[src/rtl/adavg_pkg.sv]
// Shared types and constants for the decimating accelerometer averager.
// Used by every module in rtl; depends on nothing else.
`timescale 1ns / 1ps

package adavg_pkg;

   localparam int SUM_WIDTH = 32;
   localparam int RAW_WIDTH = 16;
   localparam int VAL_WIDTH = 12;
   localparam int AVG_WIDTH = 16;
   localparam int CAP_WIDTH = 8;
   localparam int COUNT_WIDTH = 16;
   localparam int DIV_STEPS = SUM_WIDTH;
   localparam int STEP_WIDTH = $clog2(DIV_STEPS);
   localparam int LANES = 3;

   localparam logic [CAP_WIDTH-1:0] CAP_RESET = 8'd32;
   localparam logic [COUNT_WIDTH-1:0] COUNT_MAX = 16'hFFFF;
   localparam logic CMD_SAMPLE = 1'b0;
   localparam logic CMD_TICK = 1'b1;

   typedef enum logic [1:0] {
      ST_IDLE,
      ST_DIV,
      ST_DONE
   } state_type;

   // One request as it sits in the front queue, already classified and unpacked.
   typedef struct packed {
      logic is_tick;
      logic [VAL_WIDTH-1:0] val_x;
      logic [VAL_WIDTH-1:0] val_y;
      logic [VAL_WIDTH-1:0] val_z;
      logic pin;
   } item_type;

   typedef struct packed {
      logic start;
      logic [CAP_WIDTH-1:0] divisor;
   } div_ctrl_type;

   // The 12-bit value sits in bits 15:4 of the raw word.
   function automatic logic [VAL_WIDTH-1:0] extract12(input logic [RAW_WIDTH-1:0] word);
      return word[RAW_WIDTH-1:RAW_WIDTH-VAL_WIDTH];
   endfunction

   function automatic logic [SUM_WIDTH-1:0] widen12(input logic [VAL_WIDTH-1:0] val);
      return {{(SUM_WIDTH-VAL_WIDTH){val[VAL_WIDTH-1]}}, val};
   endfunction

endpackage

[src/rtl/accel_decimating_averager.sv]
// Sample requests are absorbed one per cycle while the back end is idle; none is taken
// while a tick is in flight. An accepted tick request starts the divider, runs the
// bit-serial divider (one quotient bit per cycle), sees done and then puts its result
// on the ports by loading the result register once free. Ticks finish one at a time;
// a two-entry request queue and the result register let each side stall on its own.
// Synchronous active-high reset clears sums, count, watchdog and queues; cap goes to 32.
`timescale 1ns / 1ps

module accel_decimating_averager (
   input  logic clock,
   input  logic reset,
   input  logic req_push,
   output logic req_full,
   input  logic req_command,
   input  logic [15:0] req_raw_x,
   input  logic [15:0] req_raw_y,
   input  logic [15:0] req_raw_z,
   input  logic req_pin_high,
   output logic rsp_empty,
   input  logic rsp_pop,
   output logic signed [15:0] rsp_avg_x,
   output logic signed [15:0] rsp_avg_y,
   output logic signed [15:0] rsp_avg_z,
   output logic [7:0] rsp_used_count,
   output logic rsp_retrigger,
   input  logic csr_write_en,
   input  logic [7:0] csr_write_data
);

   logic [adavg_pkg::CAP_WIDTH-1:0] cap_ff, cap_in;
   logic head_valid;
   logic head_take;
   adavg_pkg::item_type head_item;

   assign cap_in = csr_write_en ? csr_write_data : cap_ff;

   always_ff @(posedge clock) begin
      if (reset) begin
         cap_ff <= adavg_pkg::CAP_RESET;
      end else begin
         cap_ff <= cap_in;
      end
   end

   adavg_front u_front (
      .clock        (clock),
      .reset        (reset),
      .req_push     (req_push),
      .req_full     (req_full),
      .req_command  (req_command),
      .req_raw_x    (req_raw_x),
      .req_raw_y    (req_raw_y),
      .req_raw_z    (req_raw_z),
      .req_pin_high (req_pin_high),
      .head_valid   (head_valid),
      .head_item    (head_item),
      .head_take    (head_take)
   );

   adavg_back u_back (
      .clock          (clock),
      .reset          (reset),
      .divisor_cap    (cap_ff),
      .head_valid     (head_valid),
      .head_item      (head_item),
      .head_take      (head_take),
      .rsp_empty      (rsp_empty),
      .rsp_pop        (rsp_pop),
      .rsp_avg_x      (rsp_avg_x),
      .rsp_avg_y      (rsp_avg_y),
      .rsp_avg_z      (rsp_avg_z),
      .rsp_used_count (rsp_used_count),
      .rsp_retrigger  (rsp_retrigger)
   );

endmodule

[src/rtl/adavg_front.sv]
// Front end: accepts requests, classifies them and holds them in a two-entry queue.
// Depends on adavg_pkg.
`timescale 1ns / 1ps

module adavg_front (
   input  logic clock,
   input  logic reset,
   input  logic req_push,
   output logic req_full,
   input  logic req_command,
   input  logic [adavg_pkg::RAW_WIDTH-1:0] req_raw_x,
   input  logic [adavg_pkg::RAW_WIDTH-1:0] req_raw_y,
   input  logic [adavg_pkg::RAW_WIDTH-1:0] req_raw_z,
   input  logic req_pin_high,
   output logic head_valid,
   output adavg_pkg::item_type head_item,
   input  logic head_take
);

   adavg_pkg::item_type entry_ff [2];
   adavg_pkg::item_type new_item;
   logic wr_ptr_ff, wr_ptr_in;
   logic rd_ptr_ff, rd_ptr_in;
   logic [1:0] count_ff, count_in;
   logic push_ok;
   logic pop_ok;

   assign req_full = (count_ff == 2'd2);
   assign push_ok = req_push && !req_full;
   assign head_valid = (count_ff != 2'd0);
   assign pop_ok = head_take && head_valid;
   assign head_item = entry_ff[rd_ptr_ff];

   always_comb begin
      new_item.is_tick = (req_command == adavg_pkg::CMD_TICK);
      new_item.val_x = adavg_pkg::extract12(req_raw_x);
      new_item.val_y = adavg_pkg::extract12(req_raw_y);
      new_item.val_z = adavg_pkg::extract12(req_raw_z);
      new_item.pin = req_pin_high;
   end

   always_comb begin
      wr_ptr_in = push_ok ? ~wr_ptr_ff : wr_ptr_ff;
      rd_ptr_in = pop_ok ? ~rd_ptr_ff : rd_ptr_ff;
      count_in = count_ff;
      if (push_ok && !pop_ok) begin
         count_in = count_ff + 2'd1;
      end else if (pop_ok && !push_ok) begin
         count_in = count_ff - 2'd1;
      end
   end

   always_ff @(posedge clock) begin
      if (reset) begin
         wr_ptr_ff <= 1'b0;
         rd_ptr_ff <= 1'b0;
         count_ff <= 2'd0;
      end else begin
         wr_ptr_ff <= wr_ptr_in;
         rd_ptr_ff <= rd_ptr_in;
         count_ff <= count_in;
      end
   end

   always_ff @(posedge clock) begin
      if (push_ok) begin
         entry_ff[wr_ptr_ff] <= new_item;
      end
   end

endmodule

[src/rtl/adavg_divider.sv]
// Bit-serial restoring divider: three 32-bit magnitudes by one 8-bit divisor,
// one quotient bit per cycle in each lane. Depends on adavg_pkg.
`timescale 1ns / 1ps

module adavg_divider (
   input  logic clock,
   input  logic reset,
   input  adavg_pkg::div_ctrl_type ctrl,
   input  logic [adavg_pkg::LANES-1:0][adavg_pkg::SUM_WIDTH-1:0] mag,
   input  logic [adavg_pkg::LANES-1:0] neg,
   output logic done,
   output logic [adavg_pkg::LANES-1:0][adavg_pkg::AVG_WIDTH-1:0] quot
);

   localparam int CW = adavg_pkg::CAP_WIDTH;
   localparam int SW = adavg_pkg::SUM_WIDTH;

   logic busy_ff, busy_in;
   logic done_ff, done_in;
   logic [adavg_pkg::STEP_WIDTH-1:0] step_ff, step_in;
   logic [CW-1:0] divisor_ff;
   logic [adavg_pkg::LANES-1:0] neg_ff;

   always_comb begin
      busy_in = busy_ff;
      done_in = 1'b0;
      step_in = step_ff;
      if (ctrl.start) begin
         busy_in = 1'b1;
         step_in = '0;
      end else if (busy_ff) begin
         step_in = step_ff + 1'b1;
         if (step_ff == adavg_pkg::STEP_WIDTH'(adavg_pkg::DIV_STEPS - 1)) begin
            busy_in = 1'b0;
            done_in = 1'b1;
         end
      end
   end

   always_ff @(posedge clock) begin
      if (reset) begin
         busy_ff <= 1'b0;
         done_ff <= 1'b0;
         step_ff <= '0;
      end else begin
         busy_ff <= busy_in;
         done_ff <= done_in;
         step_ff <= step_in;
      end
   end

   always_ff @(posedge clock) begin
      if (ctrl.start) begin
         divisor_ff <= ctrl.divisor;
         neg_ff <= neg;
      end
   end

   assign done = done_ff;

   for (genvar lane = 0; lane < adavg_pkg::LANES; lane++) begin : g_lane
      logic [CW-1:0] rem_ff, rem_in;
      logic [SW-1:0] quo_ff, quo_in;
      logic [CW:0] trial;
      logic [CW:0] diff;
      logic take_bit;

      // The dividend shifts out of the top of quo_ff while quotient bits enter below.
      always_comb begin
         trial = {rem_ff, quo_ff[SW-1]};
         diff = trial - {1'b0, divisor_ff};
         take_bit = (trial >= {1'b0, divisor_ff});
         rem_in = rem_ff;
         quo_in = quo_ff;
         if (ctrl.start) begin
            rem_in = '0;
            quo_in = mag[lane];
         end else if (busy_ff) begin
            rem_in = take_bit ? diff[CW-1:0] : trial[CW-1:0];
            quo_in = {quo_ff[SW-2:0], take_bit};
         end
      end

      always_ff @(posedge clock) begin
         rem_ff <= rem_in;
         quo_ff <= quo_in;
      end

      assign quot[lane] = neg_ff[lane] ? (16'd0 - quo_ff[adavg_pkg::AVG_WIDTH-1:0])
                                       : quo_ff[adavg_pkg::AVG_WIDTH-1:0];
   end

endmodule

[src/rtl/adavg_back.sv]
// Back end: running sums, sample count, stall watchdog, tick sequencing and the
// result register. Depends on adavg_pkg and adavg_divider.
`timescale 1ns / 1ps

module adavg_back (
   input  logic clock,
   input  logic reset,
   input  logic [adavg_pkg::CAP_WIDTH-1:0] divisor_cap,
   input  logic head_valid,
   input  adavg_pkg::item_type head_item,
   output logic head_take,
   output logic rsp_empty,
   input  logic rsp_pop,
   output logic signed [adavg_pkg::AVG_WIDTH-1:0] rsp_avg_x,
   output logic signed [adavg_pkg::AVG_WIDTH-1:0] rsp_avg_y,
   output logic signed [adavg_pkg::AVG_WIDTH-1:0] rsp_avg_z,
   output logic [adavg_pkg::CAP_WIDTH-1:0] rsp_used_count,
   output logic rsp_retrigger
);

   localparam int SW = adavg_pkg::SUM_WIDTH;
   localparam int CW = adavg_pkg::CAP_WIDTH;

   adavg_pkg::state_type state_ff, state_in;
   logic [SW-1:0] sum_x_ff, sum_x_in;
   logic [SW-1:0] sum_y_ff, sum_y_in;
   logic [SW-1:0] sum_z_ff, sum_z_in;
   logic [adavg_pkg::COUNT_WIDTH-1:0] total_ff, total_in;
   logic stall_ff, stall_in;
   logic [CW-1:0] used_ff, used_in;
   logic retrig_ff, retrig_in;
   logic rsp_valid_ff, rsp_valid_in;
   logic [adavg_pkg::AVG_WIDTH-1:0] out_x_ff, out_y_ff, out_z_ff;
   logic [CW-1:0] out_used_ff;
   logic out_retrig_ff;

   logic take_item;
   logic start_tick;
   logic load_rsp;
   logic div_done;
   adavg_pkg::div_ctrl_type div_ctrl;
   logic [adavg_pkg::LANES-1:0][SW-1:0] div_mag;
   logic [adavg_pkg::LANES-1:0] div_neg;
   logic [adavg_pkg::LANES-1:0][adavg_pkg::AVG_WIDTH-1:0] div_quot;
   logic rsp_free;

   assign rsp_free = !rsp_valid_ff || rsp_pop;

   // Next state.
   always_comb begin
      state_in = state_ff;
      case (state_ff)
         adavg_pkg::ST_IDLE: begin
            if (head_valid && head_item.is_tick) begin
               state_in = adavg_pkg::ST_DIV;
            end
         end
         adavg_pkg::ST_DIV: begin
            if (div_done) begin
               state_in = adavg_pkg::ST_DONE;
            end
         end
         adavg_pkg::ST_DONE: begin
            if (rsp_free) begin
               state_in = adavg_pkg::ST_IDLE;
            end
         end
         default: state_in = adavg_pkg::ST_IDLE;
      endcase
   end

   // Outputs of the sequencer.
   always_comb begin
      take_item = 1'b0;
      start_tick = 1'b0;
      load_rsp = 1'b0;
      case (state_ff)
         adavg_pkg::ST_IDLE: begin
            take_item = head_valid;
            start_tick = head_valid && head_item.is_tick;
         end
         adavg_pkg::ST_DONE: load_rsp = rsp_free;
         default: ;
      endcase
   end

   assign head_take = take_item;

   always_comb begin
      div_ctrl.start = start_tick;
      div_ctrl.divisor = used_in;
      div_mag[0] = sum_x_ff[SW-1] ? (32'd0 - sum_x_ff) : sum_x_ff;
      div_mag[1] = sum_y_ff[SW-1] ? (32'd0 - sum_y_ff) : sum_y_ff;
      div_mag[2] = sum_z_ff[SW-1] ? (32'd0 - sum_z_ff) : sum_z_ff;
      div_neg = {sum_z_ff[SW-1], sum_y_ff[SW-1], sum_x_ff[SW-1]};
   end

   always_comb begin
      sum_x_in = sum_x_ff;
      sum_y_in = sum_y_ff;
      sum_z_in = sum_z_ff;
      total_in = total_ff;
      stall_in = stall_ff;
      retrig_in = retrig_ff;
      used_in = used_ff;
      if (total_ff > {8'd0, divisor_cap}) begin
         used_in = divisor_cap;
      end else begin
         used_in = total_ff[CW-1:0];
      end
      if (take_item && !head_item.is_tick) begin
         sum_x_in = sum_x_ff + adavg_pkg::widen12(head_item.val_x);
         sum_y_in = sum_y_ff + adavg_pkg::widen12(head_item.val_y);
         sum_z_in = sum_z_ff + adavg_pkg::widen12(head_item.val_z);
         if (total_ff != adavg_pkg::COUNT_MAX) begin
            total_in = total_ff + 16'd1;
         end
         stall_in = 1'b0;
      end else if (start_tick) begin
         sum_x_in = '0;
         sum_y_in = '0;
         sum_z_in = '0;
         total_in = '0;
         // A pin still high on a second tick with no sample between asks for a restart.
         retrig_in = head_item.pin && stall_ff;
         stall_in = head_item.pin;
      end
   end

   always_comb begin
      rsp_valid_in = rsp_valid_ff;
      if (load_rsp) begin
         rsp_valid_in = 1'b1;
      end else if (rsp_pop) begin
         rsp_valid_in = 1'b0;
      end
   end

   always_ff @(posedge clock) begin
      if (reset) begin
         state_ff <= adavg_pkg::ST_IDLE;
         sum_x_ff <= '0;
         sum_y_ff <= '0;
         sum_z_ff <= '0;
         total_ff <= '0;
         stall_ff <= 1'b0;
         rsp_valid_ff <= 1'b0;
      end else begin
         state_ff <= state_in;
         sum_x_ff <= sum_x_in;
         sum_y_ff <= sum_y_in;
         sum_z_ff <= sum_z_in;
         total_ff <= total_in;
         stall_ff <= stall_in;
         rsp_valid_ff <= rsp_valid_in;
      end
   end

   always_ff @(posedge clock) begin
      if (start_tick) begin
         used_ff <= used_in;
         retrig_ff <= retrig_in;
      end
      if (load_rsp) begin
         out_x_ff <= (used_ff == '0) ? '0 : div_quot[0];
         out_y_ff <= (used_ff == '0) ? '0 : div_quot[1];
         out_z_ff <= (used_ff == '0) ? '0 : div_quot[2];
         out_used_ff <= used_ff;
         out_retrig_ff <= retrig_ff;
      end
   end

   adavg_divider u_divider (
      .clock (clock),
      .reset (reset),
      .ctrl  (div_ctrl),
      .mag   (div_mag),
      .neg   (div_neg),
      .done  (div_done),
      .quot  (div_quot)
   );

   assign rsp_empty = !rsp_valid_ff;
   assign rsp_avg_x = out_x_ff;
   assign rsp_avg_y = out_y_ff;
   assign rsp_avg_z = out_z_ff;
   assign rsp_used_count = out_used_ff;
   assign rsp_retrigger = out_retrig_ff;

endmodule
[config.mk]
export PLATFORM = sky130hd
export DESIGN_NAME = accel_decimating_averager
export DESIGN_NICKNAME = d
export VERILOG_FILES = /design/src/rtl/adavg_pkg.sv /design/src/rtl/accel_decimating_averager.sv /design/src/rtl/adavg_front.sv /design/src/rtl/adavg_divider.sv /design/src/rtl/adavg_back.sv
export SDC_FILE = /design/constraint.sdc
export NUM_CORES = 1
export LEC_CHECK = 0
export BUFFER_PORTS_ARGS = -buffer_cell sky130_fd_sc_hd__buf_2
export CORE_MARGIN = 1
export CORE_UTILIZATION = 62
export CTS_CLUSTER_DIAMETER = 60
export DETAILED_ROUTE_END_ITERATION = 8
export GPL_ROUTABILITY_DRIVEN = 0
export GPL_TIMING_DRIVEN = 0
export PLACE_DENSITY = 0.81
export SYNTH_ARGS = -nofsm -noshare
export SYNTH_HDL_FRONTEND = slang
export SYNTH_SLANG_ARGS = --single-unit
[constraint.sdc]
create_clock -name clock -period 5.72 [get_ports clock]
set_clock_uncertainty 0.2 [all_clocks]
set_input_delay 0.858 -clock clock [delete_from_list [all_inputs] [get_ports clock]]
set_output_delay 0.858 -clock clock [all_outputs]
set_load 0.01 [all_outputs]
==> metrics.md <==
| Metric | Value |
|---|---|
| Status | finished clean |
| WL/cell | 19.33 um |
| H-tree depth | 2 |
| Post-synth top flop | edfxtp_1 |
| YS warnings | 0 |
| Final Core Density | 0.7062 |
| Syn Area/Cell | 9.749 um^2 |
| Worst setup margin | 0.3962 ns |
| Cell Rows | 70 |
| First-pass detailed-route iteration total | 8 |
| Post-synth ARST share | 0 |
| Chip height | 195.1 um |
| Drt drc | 0 |
| I/O pin cnt | 122 |
| TNS Setup | 0 ns |
| PwrDens | 601.3 nW/um^2 |
| Most numerous cell on the critical path | a21o_1 |
| Relative slew slack | 0.07830 |
| Grt total ovfl | 0 |
| Initial core utilization | 0.6311 |
| Worst min path class | flip-flop to flip-flop |
| Syn nets | 2,574 |
| Leading post-synthesis cells by cell area | edfxtp_1, dfxtp_1, ha_1 |
| Largest stage delay, worst path | 0.72 ns |
| Cells after Synth | 2,370 |
| Seq/Total Area, Yosys | 0.4518 |
| DRT antenna net count | 0 |
| Critical Path AT | 5.56 ns |
| Slowest library cell on the worst path | a2111oi_0 |
| Fin cells | 3,031 |
| First-pass GRT wire length | 93.83 mm |
| Die area | 38,040 um^2 |
| GRT Overall Usage | 0.3087 |
| P_leak | 10.56 nW |
| Max Cap Viol | 0 |
| Number of buffers created by CTS | 44 |
| Post-synth cell types | 79 |
| Post-detail-place hpwl | 42.62 mm |
| Fin area | 25,850 um^2 |
| Min Tclk post-route | 5.324 ns |
| Slew Viols, Final | 0 |
| Yosys top cell by area | edfxtp_1 |
| Worst-Margin Slew | 1.383 ns |
| Buf/Inv on CP | 3 |
| Initial drt markers | 1,671 |
| Final setup fails | 0 |
| Worst EP required | 5.96 ns |
| Critical setup path kind | flip-flop to flip-flop |
| Skew-Pair Late Insertion Delay | 0.57 ns |
| Initial antenna violation count | 0 |
| Largest net degree at the start of global routing | 65 |
| VDD IR max | 0.0003326 V |
| Core Region | 36,610 um^2 |
| Clock Sinks | 401 |
| Worst hold margin | 0.2473 ns |
| Yosys top cell area share | 0.3132 |
| Area Growth Syn to Fin | 11.89% |
| DP Area | 24,380 um^2 |
| Layout Nets | 2,733 |
| # port buffers | 108 |
| Delay-heaviest family, CP | compound AO/OA/AOI/OAI gates |
| Die Wd | 195.1 um |
| Post-CTS setup buffers | 0 |
| Clock buffer depth | 3 |
| Final Hold Viols | 0 |
| Yosys reg bits | 401 |
| Pre-CTS setup slack | -0.08165 ns |
| Post-synth EDFFs | 241 |
| Total Power | 15.54 mW |
| Fmax | 187.8 MHz |
| Via count | 18,870 |
| Critical Path Sink Type | flip-flop |
| Post-Place Cells | 2,951 |
| Ant. Diodes | 0 |
| Number of global-route vias before repair | 18,510 |
| Crit-path cells | clkbuf_2, clkdlybuf4s15_2, mux2i_1, inv_1, ha_1, a211oi_2, o21ai_1, a2111oi_0, o31a_1, a31oi_1, a21o_1, a21o_1, a21o_1, a21oi_1, xnor2_1, o21ai_1 |
| Commonest cells post-synth | edfxtp_1, nand2_1, o21ai_0 |
| Worst-path clk slew | 0.06 ns |
| Layout cells sized above 1 | 0.09832 |
| Synthesized cell area | 23,110 um^2 |
| Root Driver | clkbuf_16 |
| Crit share post-route | 0.9307 |
| RSZ-0062 raised after global routing | false |
| TritonCTS clock tree | yes |
| Final Routed Wirelength | 58.59 mm |
| Via density | 6.226 |
| Critical path startpoint category | flip-flop |
| CP max FO | 10 |
## worst reg2reg max path: cells and delay by family, from the launching register on
family          cells  cell delay, ns
mux                 1            0.49
flops               1            0.37
compound gates     10            2.60
fa+ha+maj           1            0.31
xor+xnor            1            0.14
buf+inv             3            1.08
## logic make-up (layout without fill, tap and decap cells)
group,count (synthesis),after routing,share of synthesized area
buffers and inverters,177,370,0.02930
AND/OR/NAND/NOR,685,685,0.1387
multiplexers,76,76,0.03498
flip-flops,401,401,0.4518
adder cells (fa/ha/maj),141,141,0.07830
AO/OA/AOI/OAI,653,653,0.1770
XOR/XNOR,237,237,0.08984
## cells in the final DEF, fill, tap and decap left out, drive strengths merged, types with 33 or more instances in the layout
master  instances
o21ai         255
nand2         241
edfxtp        241
nor2          202
dfxtp         160
xor2          158
clkbuf        142
ha            135
a21oi         128
buf           125
inv            82
xnor2          79
a21o           60
a22oi          43
o31ai          39
mux2i          38
mux2           38
nand2b         33
## routing by layer
metal	vias up	GRT usage	wire, um
met4	0	0.1534	2605
li1	8923	-	-
met2	731	0.5229	28220
met3	167	0.05060	4457
met1	9051	0.3828	23300
met5	-	0	0
## path summary, 6_finish.rpt
path	depth (start not counted)	slack (ns)	end	startpoint
setup / recovery	16	0.40	u_back.sum_x_ff[27]	flip-flop
hold / removal	0	0.25	u_back.u_divider.neg_ff[2]	u_back.sum_z_ff[31]
setup reg to reg	16	0.40	u_back.sum_x_ff[27]	flip-flop
hold reg to reg	0	0.25	u_back.u_divider.neg_ff[2]	u_back.sum_z_ff[31]
## where the power goes
part           internal [mW]  leakage [nW]  switching, mW  total, mW
registers               4.26          3.56          0.821       5.08
logic                   2.97          6.28           4.59       7.55
clock network           1.71         0.721           1.20       2.91
## final cells by class
cell class                 count  area (um^2)
buffer                        98        389.1
clock inverter                23        231.5
tap                          468        585.6
multi-input combinational   1792        12010
timing repair buffer         113        663.1
sequential                   401        10440
inverter                      79        296.5
fill                        2767        10760
clock buffer                  57         1234
## registers in the layout (all words and copies together), names as in the netlist, 2 cells and up, named ones only
| signal | cells |
|---|---|
| u_back.u_divider.neg_ff | 3 |
| u_back.rsp_avg_x | 16 |
| u_back.rsp_avg_y | 16 |
| u_back.rsp_used_count | 8 |
| u_back.total_ff | 16 |
| cap_ff | 8 |
| u_back.used_ff | 8 |
| u_back.sum_y_ff | 32 |
| u_front.count_ff | 2 |
| u_back.u_divider.g_lane.quo_ff | 96 |
| u_back.sum_z_ff | 32 |
| u_back.sum_x_ff | 32 |
| u_back.state_ff | 2 |
| u_back.rsp_avg_z | 16 |
| u_front.entry_ff | 76 |
| u_back.u_divider.g_lane.rem_ff | 24 |
| u_back.u_divider.step_ff | 5 |
## repair_timing
| action | 4_1_cts | 5_1_grt |
|---|---|---|
| setup endpoints to repair | 3 | 4 |
| hold buffers | 0 | 0 |
| pin swaps | 0 | 0 |
| gates resized for setup | 3 | 1 |
No activity file was read; power rests on OpenSTA's default activity.
